[config.mk]
export PLATFORM = sky130hd
export DESIGN_NAME = nat_table_with_aging
export DESIGN_NICKNAME = d
export VERILOG_FILES = /design/src/hdl/ntwa_pkg.sv /design/src/hdl/nat_table_with_aging.sv /design/src/hdl/ntwa_store.sv /design/src/hdl/ntwa_unit.sv
export SDC_FILE = /design/constraint.sdc
export NUM_CORES = 2
export LEC_CHECK = 0
export BUFFER_PORTS_ARGS = -buffer_cell sky130_fd_sc_hd__buf_2
export CORE_ASPECT_RATIO = 1.4
export CORE_MARGIN = 2
export CORE_UTILIZATION = 25
export CTS_CLUSTER_DIAMETER = 100
export CTS_CLUSTER_SIZE = 28
export DETAILED_ROUTE_END_ITERATION = 8
export SETUP_SLACK_MARGIN = 0.5
export SLEW_MARGIN = 15
export SYNTH_ARGS = -nofsm -noshare
export SYNTH_HDL_FRONTEND = slang
export SYNTH_SLANG_ARGS = --single-unit
[constraint.sdc]
create_clock -name clock -period 11 [get_ports clock]
set_input_delay 2.75 -clock clock [delete_from_list [all_inputs] [get_ports clock]]
set_output_delay 2.75 -clock clock [all_outputs]
set_load 0.05 [all_outputs]
[src/hdl/ntwa_pkg.sv]
`default_nettype none

package ntwa_pkg;

   localparam int DEF_ENTRIES = 16;

   // request kinds
   localparam logic [1:0] REQ_INSERT = 2'd0;
   localparam logic [1:0] REQ_LOOKUP = 2'd1;
   localparam logic [1:0] REQ_TICK   = 2'd2;

   // response status codes
   localparam logic [1:0] STAT_OK     = 2'd0;
   localparam logic [1:0] STAT_EXISTS = 2'd1;
   localparam logic [1:0] STAT_FULL   = 2'd2;

   // register indexes
   localparam logic CSR_INVALIDATE = 1'b0;
   localparam logic CSR_REMOVE     = 1'b1;

   localparam logic [15:0] INVALIDATE_RESET = 16'd30;
   localparam logic [15:0] REMOVE_RESET     = 16'd30;
   localparam logic [15:0] AGE_MAX          = 16'hFFFF;

   // one table row as held in the memory
   typedef struct packed {
      logic        used;
      logic        valid;
      logic [15:0] age;
      logic [15:0] key;
      logic [31:0] in_addr;
      logic [31:0] outside;
   } row_type;

   // verdict of the shared compare unit on one row
   typedef struct packed {
      logic match;
      logic free;
      logic wr_back;
   } unit_res_type;

endpackage

`default_nettype wire

[src/hdl/nat_table_with_aging.sv]
`default_nettype none

// channel | direction | handshake             | payload
// req     | in        | req_tvalid/req_tready | tuser: req_type; tdata: key, addresses
// rsp     | out       | rsp_tvalid/rsp_tready | tdata: hit, hit_valid, addresses, status
// csr     | in        | csr_valid/csr_ready   | csr_index, csr_wdata (always ready)
//
// every request walks all ENTRIES rows through the single table read port and
// the shared compare unit, one row per cycle; a new request is accepted only
// once the scan and the finish step of the last one are done
// after reset a clearing pass over all rows runs before req_tready rises
// a finished response sits in the output register; the next request is taken
// meanwhile and only waits at its end if the previous response is still held

module nat_table_with_aging
   import ntwa_pkg::*;
#(
   parameter int ENTRIES = DEF_ENTRIES
) (
   input  wire logic        clock,
   input  wire logic        reset,
   // request transaction
   input  wire logic        req_tvalid,
   output logic             req_tready,
   input  wire logic [1:0]  req_tuser,   // [1:0] req_type
   input  wire logic [79:0] req_tdata,   // [15:0] key_id, [47:16] inside_addr,
                                         // [79:48] outside_addr
   // response transaction
   output logic             rsp_tvalid,
   input  wire logic        rsp_tready,
   output logic [71:0]      rsp_tdata,   // [0] hit, [1] hit_valid,
                                         // [33:2] inside_addr_out,
                                         // [65:34] outside_addr_out,
                                         // [67:66] status, rest zero
   // register write transaction
   input  wire logic        csr_valid,
   output logic             csr_ready,
   input  wire logic        csr_index,
   input  wire logic [15:0] csr_wdata
);

   localparam int IDX_W = $clog2(ENTRIES);
   localparam int CNT_W = $clog2(ENTRIES + 1);

   // one-hot sequencer
   typedef enum logic [3:0] {
      ST_CLEAR  = 4'b0001,
      ST_IDLE   = 4'b0010,
      ST_SCAN   = 4'b0100,
      ST_FINISH = 4'b1000
   } state_type;

   state_type   state_ff, state_in;
   logic [CNT_W-1:0] scan_cnt_ff, scan_cnt_in;
   logic        rd_pend_ff, rd_pend_in;        // a row read is in flight
   logic [IDX_W-1:0] rd_idx_ff, rd_idx_in;     // row whose data arrives now

   // the request being worked on
   logic [1:0]  cur_type_ff, cur_type_in;
   logic [15:0] cur_key_ff, cur_key_in;
   logic [31:0] cur_in_ff, cur_in_in;
   logic [31:0] cur_out_ff, cur_out_in;

   // scan findings
   logic        found_ff, found_in;
   logic        free_found_ff, free_found_in;
   logic [IDX_W-1:0] free_idx_ff, free_idx_in;
   logic        hit_valid_ff, hit_valid_in;
   logic [31:0] hit_in_ff, hit_in_in;
   logic [31:0] hit_out_ff, hit_out_in;

   // timeout registers
   logic [15:0] inv_ff, inv_in;
   logic [15:0] rem_ff, rem_in;

   // output register
   logic        rsp_valid_ff, rsp_valid_in;
   logic [71:0] rsp_data_ff, rsp_data_in;

   // table port
   logic        mem_wr_en;
   logic [IDX_W-1:0] mem_wr_addr;
   row_type     mem_wr_data;
   logic        mem_rd_en;
   logic [IDX_W-1:0] mem_rd_addr;
   row_type     mem_rd_data;

   unit_res_type unit_res;
   row_type     aged_row;

   logic        issue;
   logic        rsp_free;
   logic        rsp_hit;
   logic        rsp_hit_valid;
   logic [31:0] rsp_in_addr;
   logic [31:0] rsp_out_addr;
   logic [1:0]  rsp_status;

   ntwa_store #(
      .ENTRIES (ENTRIES)
   ) u_store (
      .clock   (clock),
      .wr_en   (mem_wr_en),
      .wr_addr (mem_wr_addr),
      .wr_data (mem_wr_data),
      .rd_en   (mem_rd_en),
      .rd_addr (mem_rd_addr),
      .rd_data (mem_rd_data)
   );

   // shared compare / aging unit, fed one row per cycle
   ntwa_unit u_unit (
      .row_i    (mem_rd_data),
      .key_i    (cur_key_ff),
      .inv_to   (inv_ff),
      .rem_to   (rem_ff),
      .res      (unit_res),
      .aged_row (aged_row)
   );

   assign req_tready = (state_ff == ST_IDLE);
   assign csr_ready  = 1'b1;
   assign rsp_tvalid = rsp_valid_ff;
   assign rsp_tdata  = rsp_data_ff;

   assign issue    = (scan_cnt_ff < CNT_W'(ENTRIES));
   assign rsp_free = !rsp_valid_ff || rsp_tready;

   // response fields from the scan findings
   always_comb begin
      rsp_hit       = 1'b0;
      rsp_hit_valid = 1'b0;
      rsp_in_addr   = 32'd0;
      rsp_out_addr  = 32'd0;
      rsp_status    = STAT_OK;
      case (cur_type_ff)
         REQ_INSERT: begin
            if (found_ff) begin
               rsp_status = STAT_EXISTS;
            end else if (!free_found_ff) begin
               rsp_status = STAT_FULL;
            end
         end
         REQ_LOOKUP: begin
            if (found_ff) begin
               rsp_hit       = 1'b1;
               rsp_hit_valid = hit_valid_ff;
               rsp_in_addr   = hit_in_ff;
               rsp_out_addr  = hit_out_ff;
            end
         end
         default: begin
            // tick and unused kind answer all zero
         end
      endcase
   end

   // sequencer
   always_comb begin
      state_in      = state_ff;
      scan_cnt_in   = scan_cnt_ff;
      rd_pend_in    = 1'b0;
      rd_idx_in     = rd_idx_ff;
      cur_type_in   = cur_type_ff;
      cur_key_in    = cur_key_ff;
      cur_in_in     = cur_in_ff;
      cur_out_in    = cur_out_ff;
      found_in      = found_ff;
      free_found_in = free_found_ff;
      free_idx_in   = free_idx_ff;
      hit_valid_in  = hit_valid_ff;
      hit_in_in     = hit_in_ff;
      hit_out_in    = hit_out_ff;
      rsp_valid_in  = rsp_valid_ff && !rsp_tready;
      rsp_data_in   = rsp_data_ff;
      mem_wr_en     = 1'b0;
      mem_wr_addr   = rd_idx_ff;
      mem_wr_data   = aged_row;
      mem_rd_en     = 1'b0;
      mem_rd_addr   = scan_cnt_ff[IDX_W-1:0];

      case (state_ff)
         ST_CLEAR: begin
            // zero one row per cycle: used, valid and age cleared
            mem_wr_en   = 1'b1;
            mem_wr_addr = scan_cnt_ff[IDX_W-1:0];
            mem_wr_data = '0;
            scan_cnt_in = scan_cnt_ff + CNT_W'(1);
            if (scan_cnt_ff == CNT_W'(ENTRIES - 1)) begin
               scan_cnt_in = '0;
               state_in    = ST_IDLE;
            end
         end
         ST_IDLE: begin
            if (req_tvalid) begin
               cur_type_in   = req_tuser;
               cur_key_in    = req_tdata[15:0];
               cur_in_in     = req_tdata[47:16];
               cur_out_in    = req_tdata[79:48];
               found_in      = 1'b0;
               free_found_in = 1'b0;
               scan_cnt_in   = '0;
               state_in      = ST_SCAN;
            end
         end
         ST_SCAN: begin
            // read row n while the unit judges row n-1
            if (issue) begin
               mem_rd_en   = 1'b1;
               rd_pend_in  = 1'b1;
               rd_idx_in   = scan_cnt_ff[IDX_W-1:0];
               scan_cnt_in = scan_cnt_ff + CNT_W'(1);
            end else begin
               state_in = ST_FINISH;
            end
            if (rd_pend_ff) begin
               if (unit_res.match && !found_ff) begin
                  found_in     = 1'b1;
                  hit_valid_in = mem_rd_data.valid;
                  hit_in_in    = mem_rd_data.in_addr;
                  hit_out_in   = mem_rd_data.outside;
               end
               if (unit_res.free && !free_found_ff) begin
                  free_found_in = 1'b1;
                  free_idx_in   = rd_idx_ff;
               end
               if ((cur_type_ff == REQ_TICK) && unit_res.wr_back) begin
                  mem_wr_en = 1'b1;
               end
            end
         end
         ST_FINISH: begin
            if (rsp_free) begin
               if ((cur_type_ff == REQ_INSERT) && !found_ff && free_found_ff) begin
                  mem_wr_en           = 1'b1;
                  mem_wr_addr         = free_idx_ff;
                  mem_wr_data.used    = 1'b1;
                  mem_wr_data.valid   = 1'b1;
                  mem_wr_data.age     = 16'd0;
                  mem_wr_data.key     = cur_key_ff;
                  mem_wr_data.in_addr = cur_in_ff;
                  mem_wr_data.outside = cur_out_ff;
               end
               rsp_valid_in = 1'b1;
               rsp_data_in  = {4'd0, rsp_status, rsp_out_addr, rsp_in_addr,
                               rsp_hit_valid, rsp_hit};
               state_in     = ST_IDLE;
            end
         end
         default: begin
            state_in    = ST_CLEAR;
            scan_cnt_in = '0;
         end
      endcase
   end

   // timeout registers, written at any time the port sees a transaction
   always_comb begin
      inv_in = inv_ff;
      rem_in = rem_ff;
      if (csr_valid) begin
         case (csr_index)
            CSR_INVALIDATE: inv_in = csr_wdata;
            CSR_REMOVE:     rem_in = csr_wdata;
            default: begin
               inv_in = inv_ff;
            end
         endcase
      end
   end

   always_ff @(posedge clock) begin
      if (reset) begin
         state_ff     <= ST_CLEAR;
         scan_cnt_ff  <= '0;
         rd_pend_ff   <= 1'b0;
         rsp_valid_ff <= 1'b0;
         inv_ff       <= INVALIDATE_RESET;
         rem_ff       <= REMOVE_RESET;
      end else begin
         state_ff     <= state_in;
         scan_cnt_ff  <= scan_cnt_in;
         rd_pend_ff   <= rd_pend_in;
         rsp_valid_ff <= rsp_valid_in;
         inv_ff       <= inv_in;
         rem_ff       <= rem_in;
      end
   end

   // payload, no reset
   always_ff @(posedge clock) begin
      rd_idx_ff     <= rd_idx_in;
      cur_type_ff   <= cur_type_in;
      cur_key_ff    <= cur_key_in;
      cur_in_ff     <= cur_in_in;
      cur_out_ff    <= cur_out_in;
      found_ff      <= found_in;
      free_found_ff <= free_found_in;
      free_idx_ff   <= free_idx_in;
      hit_valid_ff  <= hit_valid_in;
      hit_in_ff     <= hit_in_in;
      hit_out_ff    <= hit_out_in;
      rsp_data_ff   <= rsp_data_in;
   end

   // a response only appears out of the finish step
   a_rsp_from_finish: assert property (@(posedge clock) disable iff (reset)
      $rose(rsp_valid_ff) |-> $past(state_ff == ST_FINISH))
      else $error("response raised outside finish");

   // a row read in flight belongs to a scan
   a_read_in_scan: assert property (@(posedge clock) disable iff (reset)
      rd_pend_ff |-> (state_ff == ST_SCAN))
      else $error("row data pending outside scan");

   // the scan counter never goes past ENTRIES
   a_cnt_range: assert property (@(posedge clock) disable iff (reset)
      scan_cnt_ff <= CNT_W'(ENTRIES))
      else $error("scan counter out of range");

   // no table write while idle
   a_no_idle_write: assert property (@(posedge clock) disable iff (reset)
      (state_ff == ST_IDLE) |-> !mem_wr_en)
      else $error("table written while idle");

endmodule

`default_nettype wire

[src/hdl/ntwa_store.sv]
`default_nettype none

module ntwa_store
   import ntwa_pkg::*;
#(
   parameter int ENTRIES = DEF_ENTRIES,
   localparam int IDX_W = $clog2(ENTRIES)
) (
   input  wire logic             clock,
   input  wire logic             wr_en,
   input  wire logic [IDX_W-1:0] wr_addr,
   input  wire row_type          wr_data,
   input  wire logic             rd_en,
   input  wire logic [IDX_W-1:0] rd_addr,
   output row_type               rd_data
);

   row_type row_mem_ff [ENTRIES];
   row_type rd_data_ff;

   always_ff @(posedge clock) begin
      if (wr_en) begin
         row_mem_ff[wr_addr] <= wr_data;
      end
   end

   always_ff @(posedge clock) begin
      if (rd_en) begin
         rd_data_ff <= row_mem_ff[rd_addr];
      end
   end

   assign rd_data = rd_data_ff;

endmodule

`default_nettype wire

[src/hdl/ntwa_unit.sv]
`default_nettype none

module ntwa_unit
   import ntwa_pkg::*;
(
   input  wire row_type       row_i,
   input  wire logic [15:0]   key_i,
   input  wire logic [15:0]   inv_to,
   input  wire logic [15:0]   rem_to,
   output unit_res_type       res,
   output row_type            aged_row
);

   logic [15:0] age_next;
   logic        valid_next;

   always_comb begin
      res.match   = row_i.used && (row_i.key == key_i);
      res.free    = !row_i.used;
      res.wr_back = row_i.used;

      // saturating age step, then the two timeout checks
      age_next   = (row_i.age == AGE_MAX) ? row_i.age : row_i.age + 16'd1;
      valid_next = row_i.valid && !(age_next > inv_to);

      aged_row       = row_i;
      aged_row.age   = age_next;
      aged_row.valid = valid_next;
      if (age_next >= rem_to) begin
         aged_row.used  = 1'b0;
         aged_row.valid = 1'b0;
         aged_row.age   = 16'd0;
      end
   end

endmodule

`default_nettype wire

== After elaboration in Yosys (flattened, before gate mapping) ==
Memories as Yosys holds them, arrays and structs flattened. A register that Yosys moved wholly into a read port is not among the register bits.
Cells that the tools add are included.

* Div/mod/pow operators: 0
* Shifts and indexed selects: 0
* Bitwise gates (word level): 3
* Eq/ne operators: 17
* Multiply operators: 0
* Reductions and logical operators: 30
* Magnitude comparators: 3
* Multiplexer cells: 38
* Add/sub/neg operators: 2

{| class="wikitable"
|+ Operators with widths
! operator !! number
|-
| 98-bit 2-to-1 mux || 2
|-
| 98-bit one-hot mux with 2 select lines || 1
|-
| 4-bit 2-to-1 mux || 6
|-
| 5-bit one-hot mux with 4 select lines || 1
|-
| 18-bit 2-to-1 mux || 1
|-
| 1-bit 2-to-1 mux || 17
|-
| 16-bit by 1-bit adder with 16-bit output, second input constant || 1
|-
| 16-bit == test || 1
|-
| 16-bit == test, second input constant || 1
|-
| 16-bit >= comparator || 1
|-
| 16-bit > comparator || 1
|-
| 16-bit 2-to-1 mux || 1
|-
| 2-bit inequality test, second input constant || 8
|-
| 4-bit one-hot mux with 4 select lines || 1
|-
| 5-bit 2-to-1 mux || 3
|-
| 2-bit AND reduction || 6
|-
| 4-bit AND reduction || 3
|-
| 3-bit AND reduction || 3
|-
| 1-bit logical AND || 8
|-
| 4-bit one-hot mux with 2 select lines || 1
|-
| 1-bit logical NOT || 6
|-
| 5-bit by 1-bit adder with 5-bit output, second input constant || 1
|-
| 5-bit by 4-bit == test with 1-bit output, second input constant || 1
|-
| 5-bit < comparator, second input constant || 1
|-
| other kinds (14) || 17
|}

* Bits in read-only memories: 0
* Memories: 1
* Bits in latches: 0
* Register bits: 268
* Memory bits (writable): 1,568
* Output and inout bits: 75

{| class="wikitable"
|+ Memory list
! memory !! depth !! width !! rd ports !! clocked after memory_dff !! wr ports !! line !! RTL
|-
| u_store.row_mem_ff || 16 || 98 || 1 || 1 || 1 || ntwa_store.sv:18 || <nowiki>row_type row_mem_ff [ENTRIES];</nowiki>
|}

== Depth between registers and ports, before layout ==
* Depth after elaboration: 9
* Depth in mapped cells: 14
* Mapped depth without buffers: 13

== Hierarchy ==
Synthesis repeated with hierarchy kept, for this count alone.

* Cells, all modules: 3,653
* Area, all modules: 74,107.3 um2

{| class="wikitable"
|+ By module, submodules not included
! module !! area each (um2) !! sequential area each (um2) !! cells an instance !! instances
|-
| ntwa_store || 61,490.2 || 50,028.0 || 2,510 || 1
|-
| nat_table_with_aging || 10,560.1 || 7,617.3 || 859 || 1
|-
| ntwa_unit || 2,057.0 || 0.0 || 284 || 1
|}

== Least setup slack after synthesis ==
OpenSTA, ideal clock, no wires.

* Path kind: in2reg
* Start: input rsp_tready
* End: memory u_store.row_mem_ff[8][0] (netlist bit) (enable)
* Data arrival time: 8.049 ns
* Buffers on the path: 2
* Slack: 2.395 ns
* Stages on the path: 7
* Setup time: 0.556 ns
* Cell sequence: nand2b_1 -> and4_1 -> buf_2 -> buf_4 -> a221oi_1 -> nand2_1 -> nor2_1

* Cells in the longest elaborated chain, start to end: 5
* Elaborated cells on any way between the ends: 7
* Those cells by class: mux (6); reduce/logical (1)

{| class="wikitable"
|+ Ends and longest elaborated chain
! item !! line !! RTL
|-
| start, declared || nat_table_with_aging.sv:30 || <nowiki>input wire logic rsp_tready,</nowiki>
|-
| 1-bit logical OR (*) || nat_table_with_aging.sv:127 || <nowiki>assign rsp_free = !rsp_valid_ff || rsp_tready;</nowiki>
|-
| 1-bit 2-to-1 mux || nat_table_with_aging.sv:233 || <nowiki>if (rsp_free) begin</nowiki>
|-
| 1-bit one-hot mux with 3 select lines || nat_table_with_aging.sv:182 || <nowiki>case (state_ff)</nowiki>
|-
| 1-bit 2-to-1 mux || ntwa_store.sv:22 || <nowiki>if (wr_en) begin</nowiki>
|-
| 1-bit 2-to-1 mux (implied by the code) || ntwa_store.sv:23 || <nowiki>row_mem_ff[wr_addr] <= wr_data;</nowiki>
|-
| end, declared || ntwa_store.sv:18 ||
|}

Mark *: on every way between the ends. The rest lies on a longest branch, timed or not.

== Worst setup path in the final report ==
* Start: input rsp_tready
* End: memory u_store.row_mem_ff[0][13] (netlist bit) (enable)

Same word-level chain as after synthesis.

==> metrics <==
CTS Buffer Depth 3; TritonCTS Sinks 1934; synthesized area between 0.07 and 0.08 mm2; Critical Path Source Type input pin; Mapped Avg Cell Area around 22 um2; Port Buffers 173; Largest delay share family, worst path buffers and inverters; Starting Density 25.1%; peak supply drop 0.126 mV; Unique masters post-synth 66; cts hold-fix bufs 0; Residual DRC 0; Die ar. 0.298 mm2; Final setup viols 0; layout cells sized above 1 roughly a quarter; fill count 28700; Iter 0 DRT Violations 3002; Clock Skew 38.4 ps; Hold Startpoint u_store.rd_data[42]; Fmax 177 MHz; RePlAce Congestion ~0.73; Final Hold Vio Count 0; initial antenna violation count 39; crit path capture type flop; critical path's most frequent cell buf_4; dpl hpwl slightly below 100000 um; Synth-to-Final Area Change 12.0%; largest net degree at the start of global routing 150; TritonCTS clock tree built; Crit Path Category input pin to flop; vias in the first global route 34400; worst r2r dst u_store.row_mem_ff[6][95]; fin crit share 51.5%; Pwr per Cell Area 154 mW/mm2; reg2reg setup slack 5660 ps; ys flop type edfxtp_1; Ys Warns 0; CP Data Arrival Time about 6000 ps; setup tns final 0 ps; CP max stage delay 780 ps; gate count of the mapped netlist approximately 3300; Critical Path RT 11350 ps; core footprint 0.292 mm2; Antenna Nets Post-Route 0; H-tree levels 3; clock slew at reported path FFs 110 ps; nets@finish around 3700; Worst Path Buf+Inv 3; Slew Limit Fails 0; hold endpoint hit_in_ff[10]; Hold/Removal Path Class flop to flop; total CTS buffers 83; wire per inst 23.3 um; DR vias/cell 4.39; I/O pin cnt 179; postcts setup bufs 0; status complete, no violations; Clock Latency Late Sink between 700 and 800 ps; largest fanout on the critical path 49; worst r2r src u_store.rd_data[80]; CP Cell Sequence buf_2 > nand2b_1 > and4_4 > a221oi_1 > nor2b_1 > nand2_1 > nor2_4 > buf_4 > buf_4; Relative slew margins between 10% and 20%; final wirelength 174000 um; async set or reset register ratio after synthesis 0%; unrepaired setup endpoints after global routing false; Slowest-stage cell, CP buf_4; total gr overflow 0; 1st-pass router iterations 7; final period demand of the worst path 5660 ps; hold-critical path depth 0; Post-synth EDFFs 1891; Die Wd 462 um; via count approximately 33000; Die H 645 um; PostCTS Resize Cnt 0; final core area utilization 28.1%; Yosys reg bits 1934; global-route wire length before repair ~250000 um; P_leak 25.5 nW; Least-Margin Pin Slew 1250 ps; GRT Util Overall 11.5%; FF-to-FF path depth 12; row cnt 235; Seq/Total Area, Yosys between 70% and 80%; clock root cell clkbuf_16; Max-Cap Viols 0
cell type report:
class                           count  area, um2  share of cell area [%]
Timing Repair Buffer              308       2020                    2.46
Antenna cell                        4       10.0                  0.0122
Tap cell                         3910       4890                    5.95
Multi-Input combinational cell   1169      15000                    18.3
Inverter                           42        165                   0.201
Sequential cell                  1934      57700                    70.2
Clock inverter                     13        186                   0.227
Clock buffer                       94       2200                    2.68
layout by cell type (no fill, tap or decap), types with 3 or more instances in the layout:
cell type and n:
nand2b_1 4, edfxtp_1 1891, nand3b_1 5, a21oi_1 43, conb_1 5, buf_4 124, nor2_1 31, inv_1 39
nor3_1 6, buf_2 173, nor4_1 5, and2_1 68, a31oi_1 3, inv_6 3, nor2b_1 12, o211ai_1 5
o21ai_0 81, nand3_1 10, a211oi_1 3, a21o_1 8, o21ai_1 5, and4_1 3, clkbuf_16 87, buf_12 10
a211o_1 4, dfxtp_4 4, clkbuf_1 7, mux4_2 490, dfxtp_1 39, diode_2 4, nor2_4 16, nand4_1 5
ha_1 34, xor2_1 25, nand2_1 239, a2bb2oi_1 3, and2b_1 5, xnor2_1 7, or2_2 3
report_power, final:
part           leakage [nW]  internal, W  total (W)  switching, W
clock                  1.17      0.00147    0.00369       0.00222
combinational          5.77     0.000376   0.000786      0.000410
sequential             18.5      0.00815    0.00820     0.0000503
registers in the layout, summed over array words and instances (netlist names), 2 cells and up:
signal	cells
state_ff	4
free_idx_ff	4
cur_out_ff	32
rsp_tdata	68
rd_idx_ff	4
scan_cnt_ff	5
inv_ff	16
u_store.row_mem_ff	1568
u_store.rd_data	98
cur_key_ff	16
cur_type_ff	2
rem_ff	16
hit_in_ff	32
hit_out_ff	32
cur_in_ff	32
metal layers:
layer / up-vias / global-route usage (%) / share of wire (%)
li1: 13900 / - / -
met1: 17900 / 14.4 / 40
met2: 801 / 20.8 / 53
met3: 179 / 1.64 / 4.8
met4: 22 / 2.36 / 1.8
met5: - / 0 / 0.083
Yosys cell counts, types with 10 or more instances:
library cell	instances	area (um2)
clkbuf_1	95	357
ha_1	34	425
o21ai_0	85	425
xor2_1	25	219
buf_2	47	235
nand2_1	239	897
dfxtp_1	43	861
nor2_1	47	176
mux4_2	490	11000
buf_1	13	48.8
inv_1	41	154
a21oi_1	43	215
edfxtp_1	1891	56800
nor2b_1	13	81.3
and2_1	69	432
nand3_1	10	50.1
through the flow:
stage	cells	setup WS [ps]	power, W	area (um2)	hold slack, ps
after floorplan	3310	2400	0.00892	73400	426
after detailed placement	7361	4530	0.00918	79700	437
final	7474	5340	0.0127	82200	450
after global routing	7472	5170	0.0131	82200	459
after global placement	7360	3960	0.00917	79700	437
after CTS	7468	5330	0.0128	82100	450
worst reg2reg max path, stage by stage (launching register included):
cell and delay (ps):
edfxtp_1 510, ha_1 240, nand3_2 170, nor3_1 450, a21oi_1 260, and4_1 280
xor2_1 590, ha_1 380, o211ai_1 180, nor2_1 60, a31oi_1 530, o21ai_2 440
nor2b_1 900
worst max path at each step:
stage,startpoint,end,slack [ps],cells after the start
floorplan,rsp_tready,u_store.row_mem_ff[8][0],2400,7
finish,rsp_tready,u_store.row_mem_ff[0][13],5340,9
CTS,rsp_tready,u_store.row_mem_ff[0][17],5330,9
detailed placement,rsp_tready,u_store.row_mem_ff[0][40],4530,9
global route,rsp_tready,u_store.row_mem_ff[1][17],5170,9
global placement,rsp_tready,u_store.row_mem_ff[2][32],3960,8
cell families (layout without fill, tap and decap cells):
group                    after synthesis  after routing  share of synthesized area (%)
other                                  2              9                         0.0102
flip-flops                          1934           1934                           78.6
buffers and inverters                207            457                           1.19
multiplexers                         492            492                           15.1
AO/OA/AOI/OAI                        172            172                           1.38
AND/OR/NAND/NOR                      433            433                           2.80
adder cells (fa/ha/maj)               34             34                          0.580
XOR/XNOR                              33             33                          0.413
No activity file was read; power rests on OpenSTA's default activity.
